<file path="src/rtl/sfcp_pkg.sv">
// Package for the sensor frame checksum parser.
// Frame constants, index type and the result struct; no dependencies.
package sfcp_pkg;

  localparam logic [7:0] StartByte = 8'hFF;
  localparam int         FrameLen  = 9;
  localparam int         IdxW      = 4;
  localparam logic [IdxW-1:0] LastIndex = IdxW'(FrameLen - 1);
  localparam logic [IdxW-1:0] HuntIndex = '0;
  localparam logic [IdxW-1:0] HighIndex = IdxW'(2);
  localparam logic [IdxW-1:0] LowIndex  = IdxW'(3);

  typedef logic [IdxW-1:0] idx_t;

  typedef struct packed {
    logic [15:0] reading;
    logic        checksum_ok;
  } result_t;

endpackage

</file>
<file path="src/rtl/sfcp_frame.sv">
// Frame tracker: byte index, running sum and held reading bytes.
// Forms the result of the final byte combinationally. Uses sfcp_pkg.
module sfcp_frame (
  input  logic              clk,
  input  logic              rst_n,
  input  logic [7:0]        rx_byte,
  input  logic              take,
  output logic              last,
  output sfcp_pkg::result_t res
);
  import sfcp_pkg::*;

  idx_t       idx_r, idx_nxt;
  logic [7:0] sum_r, sum_nxt;
  logic [7:0] hi_r, hi_nxt;
  logic [7:0] lo_r, lo_nxt;

  // index values past the last one are treated as the final byte
  assign last = (idx_r >= LastIndex);

  always_comb begin
    idx_nxt = idx_r;
    sum_nxt = sum_r;
    hi_nxt  = hi_r;
    lo_nxt  = lo_r;
    if (take) begin
      if (idx_r == HuntIndex) begin
        if (rx_byte == StartByte) begin
          idx_nxt = IdxW'(1);
          sum_nxt = '0;
        end
      end else if (!last) begin
        sum_nxt = sum_r + rx_byte;
        if (idx_r == HighIndex) hi_nxt = rx_byte;
        else if (idx_r == LowIndex) lo_nxt = rx_byte;
        idx_nxt = idx_r + IdxW'(1);
      end else begin
        idx_nxt = HuntIndex;
        sum_nxt = '0;
      end
    end
    res.reading     = {hi_r, lo_r};
    res.checksum_ok = (rx_byte == 8'(8'd0 - sum_r));
  end

  always_ff @(posedge clk) begin
    if (!rst_n) begin
      idx_r <= HuntIndex;
      sum_r <= '0;
      hi_r  <= '0;
      lo_r  <= '0;
    end else begin
      idx_r <= idx_nxt;
      sum_r <= sum_nxt;
      hi_r  <= hi_nxt;
      lo_r  <= lo_nxt;
    end
  end

endmodule

</file>
<file path="src/rtl/sfcp_out_reg.sv">
// Result register holding one frame result until the receiver takes it.
// Uses sfcp_pkg for the result struct.
module sfcp_out_reg (
  input  logic              clk,
  input  logic              rst_n,
  input  logic              load,
  input  sfcp_pkg::result_t res,
  output logic              out_valid,
  input  logic              out_ready,
  output logic              free,
  output sfcp_pkg::result_t held
);
  import sfcp_pkg::*;

  logic    vld_r, vld_nxt;
  result_t res_r;

  assign free = !vld_r || out_ready;

  always_comb begin
    vld_nxt = vld_r;
    if (out_ready) vld_nxt = 1'b0;
    if (load)      vld_nxt = 1'b1;
  end

  always_ff @(posedge clk) begin
    if (!rst_n) begin
      vld_r <= 1'b0;
    end else begin
      vld_r <= vld_nxt;
    end
  end

  always_ff @(posedge clk) begin
    if (load) begin
      res_r <= res;
    end
  end

  assign out_valid = vld_r;
  assign held      = res_r;

endmodule

</file>
<file path="src/rtl/sensor_frame_checksum_parser_top.sv">
// Top level of the sensor frame checksum parser.
// Instantiates sfcp_frame and sfcp_out_reg; uses sfcp_pkg.
//
// Usage:
//   Input channel in_valid/in_ready/in_rx_byte carries received serial
//   bytes, one per transaction. Bytes are dropped until the start byte
//   0xFF, then eight more bytes complete a frame. Bytes 1..7 are summed
//   mod 256; byte 8 is checked against the negated sum.
//   Output channel out_valid/out_ready carries one transaction per frame:
//   out_reading = {byte2, byte3} and out_checksum_ok.
//   Throughput: one byte per cycle, unless the final byte stalls (see Stall).
//   Latency: the result is valid the cycle after the final byte is accepted.
//   Stall: a pending result blocks only the final byte of the next frame;
//   other bytes are still taken while out_ready is low.
//   Reset (rst_n low, synchronous): hunting for the start byte, running
//   sum and held bytes cleared, no result pending.
module sensor_frame_checksum_parser_top (
  input  logic        clk,
  input  logic        rst_n,
  input  logic        in_valid,
  output logic        in_ready,
  input  logic [7:0]  in_rx_byte,
  output logic        out_valid,
  input  logic        out_ready,
  output logic [15:0] out_reading,
  output logic        out_checksum_ok
);
  import sfcp_pkg::*;

  logic    last;
  logic    free;
  logic    take;
  result_t res;
  result_t held;

  assign in_ready = free || !last;
  assign take     = in_valid && in_ready;

  sfcp_frame u_frame (
    .clk     (clk),
    .rst_n   (rst_n),
    .rx_byte (in_rx_byte),
    .take    (take),
    .last    (last),
    .res     (res)
  );

  sfcp_out_reg u_out (
    .clk       (clk),
    .rst_n     (rst_n),
    .load      (take && last),
    .res       (res),
    .out_valid (out_valid),
    .out_ready (out_ready),
    .free      (free),
    .held      (held)
  );

  assign out_reading     = held.reading;
  assign out_checksum_ok = held.checksum_ok;

endmodule

</file>
<file path="config.mk">
export PLATFORM = sky130hd
export DESIGN_NAME = sensor_frame_checksum_parser_top
export DESIGN_NICKNAME = d
export VERILOG_FILES = /design/src/rtl/sfcp_pkg.sv /design/src/rtl/sfcp_frame.sv /design/src/rtl/sfcp_out_reg.sv /design/src/rtl/sensor_frame_checksum_parser_top.sv
export SDC_FILE = /design/constraint.sdc
export NUM_CORES = 1
export LEC_CHECK = 0
export BUFFER_PORTS_ARGS = -buffer_cell sky130_fd_sc_hd__buf_2
export CAP_MARGIN = 25
export CORE_MARGIN = 1
export CORE_UTILIZATION = 55
export CTS_CLUSTER_DIAMETER = 150
export DETAILED_ROUTE_END_ITERATION = 10
export HOLD_SLACK_MARGIN = 0.02
export PLACE_DENSITY = 0.77
export SYNTH_ARGS = -nofsm -noshare
export SYNTH_HDL_FRONTEND = slang
export SYNTH_SLANG_ARGS = --single-unit
export TNS_END_PERCENT = 100
</file>
<file path="constraint.sdc">
create_clock -name clk -period 2.4 [get_ports clk]
set_input_delay 0.48 -clock clk [delete_from_list [all_inputs] [get_ports clk]]
set_output_delay 0.48 -clock clk [all_outputs]
set_load 0.01 [all_outputs]
</file>
==> impl_metrics.toml, run 1 <==
[synthesis]
syn_nets = 231
synth-seq-cells = 46
syn_area_mm2 = 0.002266
synth_top_area_cell = "dfxtp_1"
syn_inst = 207
yosysWarnings = 0
async_flop_share_pct = 0
yosysSeqAreaShare_pct = 48.15
synth_area_leaders = "dfxtp_1, edfxtp_1, mux2i_1"
synth_flop_cell = "dfxtp_1"
synth_edf_count = 17
avgSynthCellArea_um2 = 10.95
synth_common_cells = "dfxtp_1, nor2b_1, edfxtp_1"
synth_cell_type_count = 46
synth.top_cell.area_share_pct = 25.62
yosysMostFrequentCell = "dfxtp_1"

[drt]
via_per_inst = 5.498
dr.pass1.iters = 4
vias = 1600
drt_iter0_markers = 113
routed_wl_um = 4108
final_antenna_net_count = 0
drc = 0
wire_per_inst_um = 14.12

[setup_path]
cp_top_family = "simple AND/OR/NAND/NOR gates"
path_class = "reg -> reg"
worst_setup_path_start_kind = "register"
cpMostUsedCell = "nor2b_1"
path_cells = "inv_1, ha_1, nor2b_1, nor3b_2, nand3_2, mux2i_1, nor2b_1"
endpoint_kind = "register"
critical_path.max_stage_delay_ns = 0.38
crit_slowest_cell = "dfxtp_1"
cp_max_fo = 8
timing.critical_path.arrival_ns = 2.11
r2r_slack_ns = 0.48
cp_num_buf_inv = 1
required_ns = 2.59

[cells_and_area]
fillers = 298
nNetsFinal = 266
drive_gt1_share_pct = 19.75
area_growth_pct = 14.41
layoutNonFillerInstCount = 291
n_antenna_cell = 0

[cts]
htree_levels = 2
clock_latency_ns = 0.29
cts.sinks = 46
cts_hold_buf = 0
cts_tree = "done"
cts_buffer_depth = 2
cts_buffers = 5
cts_resized = 0
cts_setup_buffers = 0
cts_root_buffer = "clkbuf_8"
path_clk_slew_ns = 0.08

[die]
dieArea_mm2 = 0.004380
dieHeight_um = 66.19
ios = 31
die_w_um = 66.19
num_rows = 22
coreArea_mm2 = 0.003799
initial_core_util_pct = 59.65

[sta]
setup_viol = 0
worst_pin_slew_ns = 0.5325
hold_viol = 0
setup_slack_ns = 0.4753
slew_violations = 0
slew-limit-headroom_pct = 64.25
final.period_utilization_pct = 80.19
finalCriticalPeriod_ns = 1.925
fin_tns_setup_ns = 0
clock_skew_ns = 0.003483
max_freq_ghz = 0.5196
rsz0062_at_grt = "no"

[pwr]
p_leak_nw = 1.134
pwr-share-seq_pct = 56.2
switching_share_pct = 19.95
clkPwrFrac_pct = 38.9
total_power_mw = 1.428
vdd_ir_drop_max_mv = 0.3472
p_sw_mw = 0.2849
p_per_area_mw_per_mm2 = 550.8
pwr-share-comb_pct = 4.9
p_int_mw = 1.143

[global_routing]
grt_pass1_wl_um = 6762
grt_max_degree = 34
track_usage_pct = 20.96
antenna_found_initial = 0
grt_pass1_vias = 1469
overflow = 0

[flow_run]
maxCapViolCount = 0

[placed_design]
dp_hpwl_um = 2957
place_inst = 283
globalplace.congestion = 0.8451
port_buffers = 30
dp_worst_setup_slack_ns = 0.3065

[min_path]
min_path_type = "reg -> reg"

[run_status]
status = "completed"
==> layout make-up <==
| cell class | instances | area, um2 | area share (%) |
|---|---|---|---|
| Multi-Input combinational cell | 148 | 1121 | 43.24 |
| Sequential cell | 46 | 1091 | 42.09 |
| Timing Repair Buffer | 35 | 187.7 | 7.239 |
| Clock buffer | 6 | 72.57 | 2.799 |
| Tap cell | 48 | 60.06 | 2.317 |
| Clock inverter | 2 | 37.54 | 1.448 |
| Inverter | 6 | 22.52 | 0.8687 |
==> final timing paths <==
check / startpoint / end / cells past startpoint
setup / recovery: u_frame.idx_r[0] / u_frame.hi_r[6] / 7
hold / removal: u_frame.lo_r[7] / u_out.held[8] / 0
setup reg to reg: u_frame.idx_r[0] / u_frame.hi_r[6] / 7
hold reg to reg: u_frame.lo_r[7] / u_out.held[8] / 0
==> logic make-up (layout without fill, tap and decap cells) <==
kind of cell    after synthesis  count (layout)  synth area share, %
buf+inv                      13              49                2.374
compound gates               40              40                11.98
simple gates                 69              69                19.22
flops                        46              46                48.15
xor+xnor                     11              11                4.252
mux                          16              16                7.068
fa+ha+maj                    12              12                6.957
==> stage by stage <==
stage / hold WS [ns] / util (%) / area (um2)
2_1_floorplan: 0.4080 / - / 2266
3_3_place_gp: 0.4112 / 65.35 / 2482
3_5_place_dp: 0.4173 / 65.35 / 2482
4_1_cts: 0.4367 / 68.25 / 2592
5_1_grt: 0.4507 / 68.25 / 2592
6_report: 0.4365 / 68.25 / 2592
==> state kept, by name (all words and copies together) (netlist names) <==
signal / flops
u_out.out_valid: 1
u_frame.sum_r: 8
u_frame.idx_r: 4
u_frame.hi_r: 8
u_out.held: 17
u_frame.lo_r: 8
==> routing by layer <==
metal,track usage [%],routed length (um)
met4,5.585,42
met1,26.72,1959
met5,0,0
met2,35.20,1961
met3,5.172,145
==> worst register-to-register path, stage by stage (launching register included) <==
cell and delay (ns):
dfxtp_1 0.38, inv_1 0.09, ha_1 0.20, nor2b_1 0.14
nor3b_2 0.34, nand3_2 0.37, mux2i_1 0.25, nor2b_1 0.06
==> power groups by stage <==
stage / clock network (mW) / logic [mW] / registers, mW
after global placement: 0 / 0.0689 / 0.821
after CTS: 0.572 / 0.0704 / 0.803
final: 0.555 / 0.0701 / 0.802
after global routing: 0.601 / 0.0771 / 0.803
after detailed placement: 0 / 0.0698 / 0.821
after floorplan: 0 / 0.0413 / 0.821
==> placed cells by master (no fill, tap or decap), drive strengths merged, types with 2 or more instances in the layout <==
cell | netlist | final
clkbuf | 3 | 6
nand2b | 3 | 3
a21o | 3 | 3
or3 | 2 | 2
nor2b | 24 | 24
nand3 | 7 | 7
nand2 | 8 | 8
xnor2 | 7 | 7
nand4 | 3 | 3
nor2 | 6 | 6
mux2i | 16 | 16
nor3 | 3 | 3
nor4 | 2 | 2
buf | 4 | 35
nor3b | 4 | 4
o21ai | 7 | 7
a211oi | 3 | 3
inv | 6 | 6
a21oi | 7 | 7
nand3b | 3 | 3
dfxtp | 29 | 29
a22oi | 7 | 7
xor2 | 4 | 4
a21boi | 4 | 4
edfxtp | 17 | 17
ha | 11 | 11
Note: power is estimated with default switching activity, not from simulation.
==> run 2: changes to the inputs <==
--- a/config.mk
+++ b/config.mk
@@ -5,14 +5,15 @@
 export SDC_FILE = /design/constraint.sdc
 export NUM_CORES = 1
 export LEC_CHECK = 0
+export ABC_AREA = 1
 export BUFFER_PORTS_ARGS = -buffer_cell sky130_fd_sc_hd__buf_2
 export CAP_MARGIN = 25
 export CORE_MARGIN = 1
-export CORE_UTILIZATION = 55
+export CORE_UTILIZATION = 51
 export CTS_CLUSTER_DIAMETER = 150
 export DETAILED_ROUTE_END_ITERATION = 10
 export HOLD_SLACK_MARGIN = 0.02
-export PLACE_DENSITY = 0.77
+export PLACE_DENSITY = 0.75
 export SYNTH_ARGS = -nofsm -noshare
 export SYNTH_HDL_FRONTEND = slang
 export SYNTH_SLANG_ARGS = --single-unit
==> constraint.sdc (replaced) <==
create_clock -name clk -period 1.6 [get_ports clk]
set_input_delay 0.32 -clock clk [delete_from_list [all_inputs] [get_ports clk]]
set_output_delay 0.32 -clock clk [all_outputs]
set_load 0.01 [all_outputs]
==> impl_metrics.toml, run 2 <==
[global_routing]
overflow = 0
grt_max_degree = 21
track_usage_pct = 22.07
grt_pass1_vias = 1817
grt_pass1_wl_um = 7679
antenna_found_initial = 0

[synthesis]
synth_edf_count = 17
synth-seq-cells = 46
synth_top_area_cell = "dfxtp_1"
syn_inst = 277
synth.top_cell.area_share_pct = 25.72
avgSynthCellArea_um2 = 8.149
yosysSeqAreaShare_pct = 48.34
syn_nets = 301
synth_area_leaders = "dfxtp_1, edfxtp_1, nand2_1"
synth_cell_type_count = 27
async_flop_share_pct = 0
yosysWarnings = 0
syn_area_mm2 = 0.002257
synth_flop_cell = "dfxtp_1"
synth_common_cells = "nand2_1, nor2_1, inv_1"
yosysMostFrequentCell = "nand2_1"

[drt]
wire_per_inst_um = 12.16
final_antenna_net_count = 0
drt_iter0_markers = 156
routed_wl_um = 4561
vias = 1883
drc = 0
dr.pass1.iters = 4
via_per_inst = 5.021

[setup_path]
critical_path.max_stage_delay_ns = 0.41
cpMostUsedCell = "nand2_2"
cp_max_fo = 3
crit_slowest_cell = "fa_2"
r2r_start = "u_frame.sum_r[0]"
ff2ff_path_depth = 7
path_class = "reg -> reg"
endpoint_kind = "register"
required_ns = 1.78
path_cells = "ha_4, fa_2, nand2_2, nand2_2, or2_2, nand3_2, a21oi_1"
r2r_slack_ns = 0.05
timing.critical_path.arrival_ns = 1.72
r2r_end = "u_frame.sum_r[4]"
worst_setup_path_start_kind = "register"

[cts]
clock_latency_ns = 0.29
path_clk_slew_ns = 0.08
htree_levels = 2
cts.sinks = 46
cts_root_buffer = "clkbuf_8"
cts_tree = "done"
cts_buffer_depth = 2
cts_buffers = 5

[sta]
setup_slack_ns = 0.05418
finalCriticalPeriod_ns = 1.546
clock_skew_ns = 0.003436
final.period_utilization_pct = 96.61
hold_viol = 0
setup_viol = 0
max_freq_ghz = 0.6469
slew-limit-headroom_pct = 80.04
rsz0062_at_grt = "yes"
worst_pin_slew_ns = 0.2976
slew_violations = 0
fin_tns_setup_ns = 0

[cells_and_area]
final_cell_mix = "nand2_1, nor2_1, inv_1"
n_antenna_cell = 0
layoutNonFillerInstCount = 375
drive_gt1_share_pct = 22.15
largest_reg_flops = 17
nNetsFinal = 348
layout_commonest_cell = "nand2_1"
area_growth_pct = 21.67

[placed_design]
place_inst = 365
dp_worst_setup_slack_ns = -0.1574
globalplace.congestion = 0.9050
port_buffers = 30
dp_hpwl_um = 3368

[die]
ios = 31
die_w_um = 68.53
coreArea_mm2 = 0.004115
initial_core_util_pct = 54.85
num_rows = 23
dieArea_mm2 = 0.004696
dieHeight_um = 68.53

[min_path]
min_path_type = "in -> reg"
hold_end = "u_frame.hi_r[7]"
holdPathStages = 3
hold_start = "in_rx_byte[7]"

[run_status]
status = "completed"

[pwr]
p_leak_nw = 1.267
vdd_ir_drop_max_mv = 0.4329
p_per_area_mw_per_mm2 = 967.0
total_power_mw = 2.656

[flow_run]
maxCapViolCount = 0
[run 2: worst max-delay path by stage]
stage                       endpoint             start  slack [ns]
CTS                  u_frame.lo_r[7]  u_frame.idx_r[0]        0.02
global route         u_frame.lo_r[5]  u_frame.idx_r[3]       -0.06
detailed placement  u_frame.sum_r[4]     in_rx_byte[0]       -0.16
finish              u_frame.sum_r[4]  u_frame.sum_r[0]        0.05
global placement    u_frame.sum_r[4]     in_rx_byte[0]       -0.12
floorplan           u_frame.sum_r[4]     in_rx_byte[0]        0.05
[run 2: power breakdown]
| part | internal, mW | switching, mW |
|---|---|---|
| clock network | 0.466 | 0.378 |
| registers | 1.24 | 0.0296 |
| logic | 0.221 | 0.316 |
| total | 1.93 | 0.724 |
[run 2: layer usage]
| metal | share of wire [%] | vias to the layer above | global-route usage, % |
|---|---|---|---|
| met3 | 4.6 | 4 | 3.125 |
| met2 | 50 | 49 | 38.60 |
| met5 | 0 | - | 0 |
| met4 | 0.77 | 0 | 8.594 |
| li1 | - | 991 | - |
| met1 | 45 | 839 | 27.20 |
[run 2: final cells by class]
type	count	area, um2
Multi-Input combinational cell	194	1081
Sequential cell	46	1097
Clock inverter	2	37.54
Inverter	35	135.1
Timing Repair Buffer	42	260.3
Fill cell	356	1369
Clock buffer	6	72.57
Tap cell	50	62.56
[run 2: what timing repair did]
item / in CTS / in global routing
gates resized for setup: 1 / 21
pin swaps: 0 / 7
endpoints found under the setup margin: 1 / 22
setup buffers: 0 / 1
hold buffers: 0 / 0
cloned: 0 / 1
[run 2: through the flow]
step,instance area (um2),hold slack [ns],util [%]
2_1_floorplan,2257,0.4030,-
3_3_place_gp,2546,0.4104,61.87
6_report,2746,0.3273,66.74
5_1_grt,2746,0.3479,66.74
3_5_place_dp,2546,0.4157,61.87
4_1_cts,2659,0.3150,64.61
[run 2: cells by family after synthesis]
group                      after synthesis  synth area share [%]
and+or+nand+nor                        134                 25.67
DFF                                     46                 48.34
buffers and inverters                   38                 6.652
AOI/OAI and AO/OA                       36                 8.093
adders and majority gates               12                 6.984
xor gates and xnor gates                11                 4.268
[run 2: critical path: cells and delay by family, from the launching register on]
family | cells | cell delay (ns)
DFF | 1 | 0.34
and+or+nand+nor | 4 | 0.46
adders and majority gates | 2 | 0.57
AOI/OAI and AO/OA | 1 | 0.06
